## src/hdl/bsa_pkg.sv

```systemverilog
`timescale 1ns / 1ps
// Shared types and constants for the buffer slot allocator.
// No dependencies; every other file imports this package.
package bsa_pkg;

	localparam int SLOTS     = 4;
	localparam int MAX_BYTES = 65536;

	localparam int SLOT_IW   = (SLOTS > 1) ? $clog2(SLOTS) : 1;
	localparam int LEN_W     = 17;
	localparam int LEN_LIM   = (MAX_BYTES > 131071) ? 131071 : MAX_BYTES;

	localparam logic [2:0] OP_ALLOC     = 3'd0;
	localparam logic [2:0] OP_MARK_WR   = 3'd1;
	localparam logic [2:0] OP_RELEASE   = 3'd2;
	localparam logic [2:0] OP_QUERY     = 3'd3;
	localparam logic [2:0] OP_FIND_WR   = 3'd4;
	localparam logic [2:0] OP_RESET_ALL = 3'd5;

	localparam logic [1:0] ERR_OK    = 2'd0;
	localparam logic [1:0] ERR_RANGE = 2'd1;
	localparam logic [1:0] ERR_FULL  = 2'd2;
	localparam logic [1:0] ERR_STATE = 2'd3;

	typedef enum logic [1:0] {
		ST_FREE    = 2'd0,
		ST_BUSY    = 2'd1,
		ST_WRITTEN = 2'd2
	} slot_st_t;

	typedef struct packed {
		logic [2:0]  operation;
		logic [5:0]  slot_select;
		logic [19:0] request_size;
	} req_t;

	typedef struct packed {
		logic [5:0]       slot_index;
		logic             found;
		logic [1:0]       slot_state;
		logic [LEN_W-1:0] slot_bytes;
		logic [1:0]       error_code;
	} rsp_t;

endpackage

```

## src/hdl/bsa_in_stage.sv

```systemverilog
`timescale 1ns / 1ps
// Input register stage: captures one request transaction per cycle while req_stall is low.
// Depends on bsa_pkg.
module bsa_in_stage
	import bsa_pkg::*;
(
	input  logic clk,
	input  logic arst_n,
	input  logic req_valid,
	output logic req_stall,
	input  req_t req,
	input  logic advance,
	output logic valid_s1,
	output req_t req_s1
);

	logic load;

	assign req_stall = valid_s1 && !advance;
	assign load      = req_valid && !req_stall;

	always_ff @(posedge clk or negedge arst_n) begin
		if (!arst_n) begin
			valid_s1 <= 1'b0;
		end else if (load) begin
			valid_s1 <= 1'b1;
		end else if (advance) begin
			valid_s1 <= 1'b0;
		end
	end

	always_ff @(posedge clk) begin
		if (load) begin
			req_s1 <= req;
		end
	end

endmodule

```

## src/hdl/bsa_slot_engine.sv

```systemverilog
`timescale 1ns / 1ps
// Slot status and size store plus the single-pass operation logic.
// Depends on bsa_pkg.
module bsa_slot_engine
	import bsa_pkg::*;
(
	input  logic clk,
	input  logic arst_n,
	input  logic advance,
	input  req_t req_s1,
	output rsp_t result
);

	slot_st_t               status_q [SLOTS];
	slot_st_t               status_d [SLOTS];
	logic [LEN_W-1:0]       len_q    [SLOTS];
	logic                   len_we;
	logic [LEN_W-1:0]       len_clamped;
	logic                   free_found;
	logic [SLOT_IW-1:0]     free_idx;
	logic                   wr_found;
	logic [SLOT_IW-1:0]     wr_idx;
	logic                   sel_ok;
	logic [SLOT_IW-1:0]     sel_i;

	assign sel_ok = {1'b0, req_s1.slot_select} < 7'(SLOTS);
	assign sel_i  = req_s1.slot_select[SLOT_IW-1:0];

	assign len_clamped = (req_s1.request_size > 20'(LEN_LIM)) ? LEN_W'(LEN_LIM)
		: req_s1.request_size[LEN_W-1:0];

	// lowest free and lowest written slot
	always_comb begin
		free_found = 1'b0;
		free_idx   = '0;
		wr_found   = 1'b0;
		wr_idx     = '0;
		for (int k = SLOTS - 1; k >= 0; k--) begin
			if (status_q[k] == ST_FREE) begin
				free_found = 1'b1;
				free_idx   = SLOT_IW'(k);
			end
			if (status_q[k] == ST_WRITTEN) begin
				wr_found = 1'b1;
				wr_idx   = SLOT_IW'(k);
			end
		end
	end

	always_comb begin
		result   = '0;
		len_we   = 1'b0;
		status_d = status_q;
		case (req_s1.operation)
			OP_ALLOC: begin
				if (free_found) begin
					status_d[free_idx] = ST_BUSY;
					len_we             = 1'b1;
					result.slot_index  = 6'(free_idx);
					result.found       = 1'b1;
					result.slot_state  = ST_BUSY;
					result.slot_bytes  = len_clamped;
				end else begin
					result.error_code = ERR_FULL;
				end
			end
			OP_MARK_WR: begin
				if (!sel_ok) begin
					result.error_code = ERR_RANGE;
				end else if (status_q[sel_i] != ST_BUSY) begin
					result.error_code = ERR_STATE;
				end else begin
					status_d[sel_i] = ST_WRITTEN;
				end
			end
			OP_RELEASE: begin
				if (!sel_ok) begin
					result.error_code = ERR_RANGE;
				end else if (status_q[sel_i] != ST_WRITTEN) begin
					result.error_code = ERR_STATE;
				end else begin
					status_d[sel_i] = ST_FREE;
				end
			end
			OP_QUERY: begin
				if (!sel_ok) begin
					result.error_code = ERR_RANGE;
				end else begin
					result.slot_state = status_q[sel_i];
					result.slot_bytes = len_q[sel_i];
				end
			end
			OP_FIND_WR: begin
				if (wr_found) begin
					result.slot_index = 6'(wr_idx);
					result.found      = 1'b1;
				end
			end
			OP_RESET_ALL: begin
				for (int k = 0; k < SLOTS; k++) begin
					status_d[k] = ST_FREE;
				end
			end
			default: begin
			end
		endcase
	end

	// commit state only when the transaction moves to the result register
	always_ff @(posedge clk or negedge arst_n) begin
		if (!arst_n) begin
			for (int k = 0; k < SLOTS; k++) begin
				status_q[k] <= ST_FREE;
			end
		end else if (advance) begin
			status_q <= status_d;
		end
	end

	always_ff @(posedge clk) begin
		if (advance && len_we) begin
			len_q[free_idx] <= len_clamped;
		end
	end

endmodule

```

## src/hdl/bsa_out_stage.sv

```systemverilog
`timescale 1ns / 1ps
// Result register: holds one response transaction until the sink takes it.
// Depends on bsa_pkg.
module bsa_out_stage
	import bsa_pkg::*;
(
	input  logic clk,
	input  logic arst_n,
	input  logic valid_s1,
	input  rsp_t result,
	output logic advance,
	output logic rsp_valid,
	input  logic rsp_stall,
	output rsp_t rsp
);

	logic rsp_valid_q;
	rsp_t rsp_q;

	assign advance   = valid_s1 && (!rsp_valid_q || !rsp_stall);
	assign rsp_valid = rsp_valid_q;
	assign rsp       = rsp_q;

	always_ff @(posedge clk or negedge arst_n) begin
		if (!arst_n) begin
			rsp_valid_q <= 1'b0;
		end else if (advance) begin
			rsp_valid_q <= 1'b1;
		end else if (!rsp_stall) begin
			rsp_valid_q <= 1'b0;
		end
	end

	always_ff @(posedge clk) begin
		if (advance) begin
			rsp_q <= result;
		end
	end

endmodule

```

## src/hdl/buffer_slot_allocator_top.sv

```systemverilog
`timescale 1ns / 1ps
// Buffer slot allocator: a request transaction passes the input register, then the
// result register. Throughput one transaction per cycle unless rsp_stall holds it;
// the slot table is read and updated between those two registers.
// arst_n clears both pipeline valids and marks every slot free; stored sizes
// are not cleared and hold no meaning until an allocate writes them.
// Depends on bsa_pkg, bsa_in_stage, bsa_slot_engine, bsa_out_stage.
module buffer_slot_allocator_top
	import bsa_pkg::*;
(
	input  logic clk,
	input  logic arst_n,
	input  logic req_valid,
	output logic req_stall,
	input  req_t req,
	output logic rsp_valid,
	input  logic rsp_stall,
	output rsp_t rsp
);

	logic advance;
	logic valid_s1;
	req_t req_s1;
	rsp_t result;

	bsa_in_stage u_in (
		.clk       (clk),
		.arst_n    (arst_n),
		.req_valid (req_valid),
		.req_stall (req_stall),
		.req       (req),
		.advance   (advance),
		.valid_s1  (valid_s1),
		.req_s1    (req_s1)
	);

	bsa_slot_engine u_engine (
		.clk     (clk),
		.arst_n  (arst_n),
		.advance (advance),
		.req_s1  (req_s1),
		.result  (result)
	);

	bsa_out_stage u_out (
		.clk       (clk),
		.arst_n    (arst_n),
		.valid_s1  (valid_s1),
		.result    (result),
		.advance   (advance),
		.rsp_valid (rsp_valid),
		.rsp_stall (rsp_stall),
		.rsp       (rsp)
	);

endmodule

```

## config.mk

```make
export PLATFORM = sky130hd
export DESIGN_NAME = buffer_slot_allocator_top
export DESIGN_NICKNAME = d
export VERILOG_FILES = /design/src/hdl/bsa_pkg.sv /design/src/hdl/bsa_in_stage.sv /design/src/hdl/bsa_slot_engine.sv /design/src/hdl/bsa_out_stage.sv /design/src/hdl/buffer_slot_allocator_top.sv
export SDC_FILE = /design/constraint.sdc
export NUM_CORES = 1
export LEC_CHECK = 0
export BUFFER_PORTS_ARGS = -buffer_cell sky130_fd_sc_hd__buf_2
export CORE_AREA = 4 4 126 98
export CTS_BUF_LIST = sky130_fd_sc_hd__clkbuf_8
export DETAILED_ROUTE_END_ITERATION = 6
export DIE_AREA = 0 0 130 102
export GPL_ROUTABILITY_DRIVEN = 0
export GPL_TIMING_DRIVEN = 0
export PLACE_DENSITY = 0.78
export SLEW_MARGIN = 10
export SYNTH_ARGS = -nofsm -noshare
export SYNTH_HDL_FRONTEND = slang
export SYNTH_SLANG_ARGS = --single-unit
export TNS_END_PERCENT = 50
```

## constraint.sdc

```tcl
create_clock -name clk -period 4.1 [get_ports clk]
set_input_delay 0.82 -clock clk [delete_from_list [all_inputs] [get_ports clk]]
set_output_delay 0.82 -clock clk [all_outputs]
set_load 0.02 [all_outputs]
```

### Word-level counts from Yosys, hierarchy flattened

Memories as Yosys holds them, arrays and structs flattened. A register that Yosys moved wholly into a read port is not among the register bits.
Cells that the tools add are included.
Widths: inputs -> output; s select.

* register bits: 67
* RAM bits: 68
* input port bits: 33
* output and inout port bits: 30
* logic and storage cells: 118
* memories: 1

Memories
* u_engine.len_q: words 4, width 17, read ports 1, clocked after memory_dff 1, write ports 1, line bsa_slot_engine.sv:16 `logic [LEN_W-1:0] len_q [SLOTS];`

* magnitude comparators: 6
* eq/ne operators: 17
* muxes and demuxes: 51
* bitwise gates (word level): 10
* reduce and logical (&&, ||, !) cells: 19

Operator list (count)
* $mux 8: 5
* $pmux 19 s2: 1
* $mux 2: 18
* $pmux 8 s4: 1
* $mux 22: 1
* $gt 20x17->1 const B: 1
* $mux 19: 1
* $mux 1: 17
* $mux 17: 1
* $pmux 7 s2: 1
* $ne 2x1->1 const B: 5
* $and 4x4->4: 2
* $and 8x8->8: 1
* $demux 2 s2: 2
* $eq 2x2->1 const B: 4
* $logic_not 2->1: 4
* $not 4->4: 2
* $not 8->8: 1
* $or 4x4->4: 2
* $pmux 2 s4: 1
* $reduce_and 7->1: 1
* $eq 3x2->1 const B: 2
* $eq 3x3->1 const B: 2
* $ge 3x3->1 const B: 2
* other kinds (13): 25

### Depth between registers and ports, before layout

* depth after elaboration: 14
* mapped depth: 8
* depth with buffers taken out: 5

### Cells and area by module

A second synthesis with hierarchy kept.

* cells, all modules: 334
* area total of the unflattened synthesis: 5565.3 µm²

By module, submodules not included
* bsa_slot_engine: times used 1, cells each 269, area each 3752.3 µm², seq. area each 2242.2 µm²
* bsa_in_stage: times used 1, cells each 34, area each 928.4 µm², seq. area each 895.9 µm²
* bsa_out_stage: times used 1, cells each 31, area each 884.6 µm², seq. area each 865.8 µm²

### Worst setup path before layout

Ideal clock, no wire load.

* path type: input-to-reg
* start point: input port rsp_stall
* end point: memory u_engine.len_q[3][0] (enable)
* setup time: 0.445 ns
* arrival: 3.002 ns
* data required time: 3.655 ns
* setup slack: 0.653 ns
* stages on the path: 3
* cells stage by stage: nand2_1 nand3_1 nor4b_1

* cells in the longest elaborated chain, start to end: 6

Ends and longest elaborated chain
* from (decl): line buffer_slot_allocator_top.sv:17 `input logic rsp_stall,`
* $logic_not 1->1: line bsa_out_stage.sv:20 `assign advance = valid_s1 && (!rsp_valid_q || !rsp_stall);`
* $logic_or 1x1->1: line bsa_out_stage.sv:20
* $logic_and 1x1->1: line bsa_out_stage.sv:20
* $logic_and 1x1->1: line bsa_slot_engine.sv:121 `if (advance && len_we) begin`
* $mux 1: line bsa_slot_engine.sv:121
* $mux 1 (not written as such): line bsa_slot_engine.sv:122 `len_q[free_idx] <= len_clamped;`
* to (decl): line bsa_slot_engine.sv:16

Every way passes these cells.

==> results.txt <==
- Number of antenna violations at the first check in global routing: 0
- Largest cells by area after synthesis: edfxtp_1 (66%), mux4_2 (7.8%), dfrtp_1 (4.6%)
* Category of cells accounting for the largest share of critical-path delay: simple AND/OR/NAND/NOR gates
* Post-layout net count: 448
- Setup repair after global routing missed its margin: false
* Layout overhead on the synthesized area: 19.8%
- Total of endpoints with negative setup slack in the final report: 0
- Status: completed
- The first detailed-routing pass took 6 iterations.
- The number of buffers and inverters on the critical path is 2.
- The core region is 11200 µm².
* Buffer depth of the longest clock path: 2
- In the routed design, unresolved DRC markers number 0.
- Count of input and output buffers: just under 60
- The final critical path takes up 69.9% of the cycle.
- Number of global-route vias before repair: 3296
- Share of total power in the clock network: between 30 and 40%
- Maximum VDD drop: 0.000343 V
- Leading post-synthesis cells by instance count: edfxtp_1 (121), and2_1 (19), mux4_2 (19)
* Final number of max-transition violations: 0
- CTS tree: done
- For this design the top-level I/O count stands at 63.
- Congestion Overflow GR: 0
* Worst-case setup margin in the final layout: 1240 ps
- The average instance in the mapped netlist occupies 16.8 µm².
* Sw Share: 23.8%
- For this design, the slowest cell found on the critical path is a2111oi_4.
* Number of register bits inferred by synthesis: 133
* Number of violations reported at the end of detailed-routing iteration 0: 409
* Number of standard cells after synthesis: 326
- Setup crit start kind: register
- H-tree depth: 4
* Post-synthesis cell type with the largest combined area: edfxtp_1
* Post-route ant nets: 0
* Average via count per standard cell: ~5.8
- Worst-case headroom to the max-slew limit: 20.2%
- Fraction of layout cells with a size suffix above 1: around a third
* Worst clock skew on the final layout: 13.4 ps
- By instance count, the leading cell after synthesis is edfxtp_1.
* Pre-CTS WS: between 1000 and 1500 ps
* Initial core utilization: between 40% and 50%
- Buffer cell driving the clock tree root: clkbuf_8
- Proportion of synthesized chip area in sequential cells: a little under three quarters
- Switching power of the nets: 0.811 mW
* Count of cells resized by post-cts repair: 0
- After clock tree synthesis, the flow added hold-fix buffers numbering 0.
- Data on the critical path is required at its endpoint by 4390 ps.
- Based on the critical path, the design can be clocked at up to between 300 and 400 MHz.
* Die area: 13300 µm²
- Yosys warnings: 0
- The final layout contains routed wiring with a total length of 11.2 mm.
* Static leakage: between 2 and 2.5 nW
* Arr. time, crit path: 3160 ps
- The first global-routing pass estimated 17.6 mm of wire.
- Number of filler instances in the final layout: 850
- Die Ht: 102 µm
- Internal power: about 2.6 mW
- Sequential cell fraction of total power: 48.2%
- Crit path max fanout: 10
* Routed vias: 3332
- Endpoint kind of the worst setup timing path: register
* Slew at the pin closest to its max-slew limit: 1200 ps
- Clock transition at the registers of the reported paths: 80 ps
- Worst setup path class: register to register
- Of the post-synthesis cell area, the dominant cell type holds 66.3%.
- Overall power consumption after layout is estimated at 3.41 mW.
- Pwr Density: 519 nW/µm²
- The final hold violation count is 0.
* Sequence of cells on the critical path: nor4_1 -> nand4_1 -> a2111oi_4 -> and2_0 -> clkbuf_2 -> buf_2 -> a22o_1
- In this run the post-CTS setup repair buffer count came out at 0.
- Clock tree synthesis inserted a total of 17 buffers.
* Most used flip-flop cell after synthesis: edfxtp_1
- For the finished layout, the period the worst path requires is between 2000 and 3000 ps.
- Worst hold path class: input pin to asynchronous set/reset pin
- Die width: between 100 and 150 µm
- Counting every sink on the clock net gives 133.
* Max-cap check violation count: 0
* Library cells used by synthesis: 50
- The initialized floorplan defines 34 standard-cell rows.
* Logic pwr share: between 10% and 20%
- Across every metal layer, demand over resource in global routing totals between 10% and 20%.
* Delay of the slowest critical-path stage: approximately 620 ps
- In the final routed layout, each cell accounts on average for ~20 µm.
- The number of antenna diodes in the final layout is 0.
* Maximum number of pins on one net before global-route repair: 34
- Yosys mapped a number of flops with a built-in enable equal to approximately 120.
- Counting flops with an async set or reset pin after synthesis yields a share of between 7 and 8%.
- After synthesis the cells add up to 5480 µm².
- After legalization and detailed placement, the total HPWL measured 7.74 mm.
- Later-pin clock latency in the skew report: 430 ps
layer usage:
metal  share of wire, %  global-route usage (%)  routed length (µm)  vias up
met2                 49                    28.6                5440      192
met1                 42                    24.2                4660     1641
met4                1.1                    5.51                 118        0
li1                   -                       -                   -     1480
met3                8.7                    5.38                 974       19
met5                  0                       0                   0        -
power groups by stage:
| stage | Combinational (mW) | Clock (mW) | Sequential (mW) |
|---|---|---|---|
| finish | 0.411 | 1.35 | 1.65 |
| global route | 0.450 | 1.43 | 1.65 |
| CTS | 0.407 | 1.37 | 1.64 |
| detailed placement | 0.405 | 0 | 1.67 |
| global placement | 0.380 | 0 | 1.66 |
| floorplan | 0.268 | 0 | 1.67 |
layout by cell type (no fill, tap or decap), drive strengths merged, types with 2 or more instances in the layout:
cell type,instances
edfxtp,121
buf,80
clkbuf,26
and2,21
mux4,19
a22o,17
nand2,12
dfrtp,10
nor2,9
o21ai,9
a31oi,8
inv,8
nand2b,7
a21oi,7
bufinv,7
nor4,6
nor2b,6
nor3,5
o22ai,4
mux2,4
conb,4
clkinv,4
nand3,3
nand4,2
and3,2
nor3b,2
o31ai,2
a211oi,2
dfxtp,2
clkinvlp,2
cell families (layout without fill, tap and decap cells):
kind of cell           Yosys count  after routing  share of synthesized area [%]
AO/OA/AOI/OAI                   59             59                           8.26
XOR/XNOR                         1              1                          0.160
buffers and inverters           28            127                           2.60
flip-flops                     133            133                           71.6
multiplexers                    24             24                           9.09
other                            1              4                         0.0684
AND/OR/NAND/NOR                 80             80                           8.22
state kept, by name, summed over array words and instances, names as in the netlist, named ones only:
signal	flops
u_engine.len_q	68
u_in.req_s1	29
u_out.rsp	24
u_engine.status_q	8
u_in.valid_s1	1
u_out.rsp_valid	1
layout make-up:
type                    count  area, µm²  share of cell area, %
plain buffers              21        116                   1.77
clock inverters            14        256                   3.91
well taps                 144        180                   2.74
flip-flops and latches    133       3920                   59.8
multi-input cells         168       1450                   22.0
repair buffers             67        369                   5.62
inverters                   7       26.3                  0.400
clock buffers              18        248                   3.77
worst register-to-register path, delay by kind of cell, from the launching register on:
kind,cells,cell delay [ps]
DFF,1,440
AOI/OAI and AO/OA,2,810
buffers and inverters,2,510
and+or+nand+nor,3,970
worst paths after layout:
kind / startpoint / end / slack, ps / cells past startpoint
max: u_in.req_s1[11] / u_out.rsp[15] / 1240 / 7
min: arst_n / u_engine.status_q[1] / 240 / 1
max reg2reg: u_in.req_s1[11] / u_out.rsp[15] / 1240 / 7
min reg2reg: u_in.valid_s1 / u_out.rsp_valid / 590 / 1
max in group asynchronous: arst_n / u_engine.status_q[0] / 3660 / 1
min in group clk: req[6] / u_in.req_s1[6] / 560 / 1
stage by stage:
| step | hold slack [ps] | utilization (%) | instances | instance area (µm²) | TNS, ps |
|---|---|---|---|---|---|
| after global routing | 235 | 58.5 | 572 | 6570 | 0 |
| after floorplan | 492 | - | 329 | 5490 | 0 |
| after global placement | 547 | 53.1 | 531 | 5960 | -28560 |
| after detailed placement | 568 | 54.0 | 540 | 6060 | 0 |
| after CTS | 229 | 58.5 | 572 | 6570 | 0 |
| final | 243 | 58.5 | 572 | 6570 | 0 |
(Power assumes the default switching activity.)
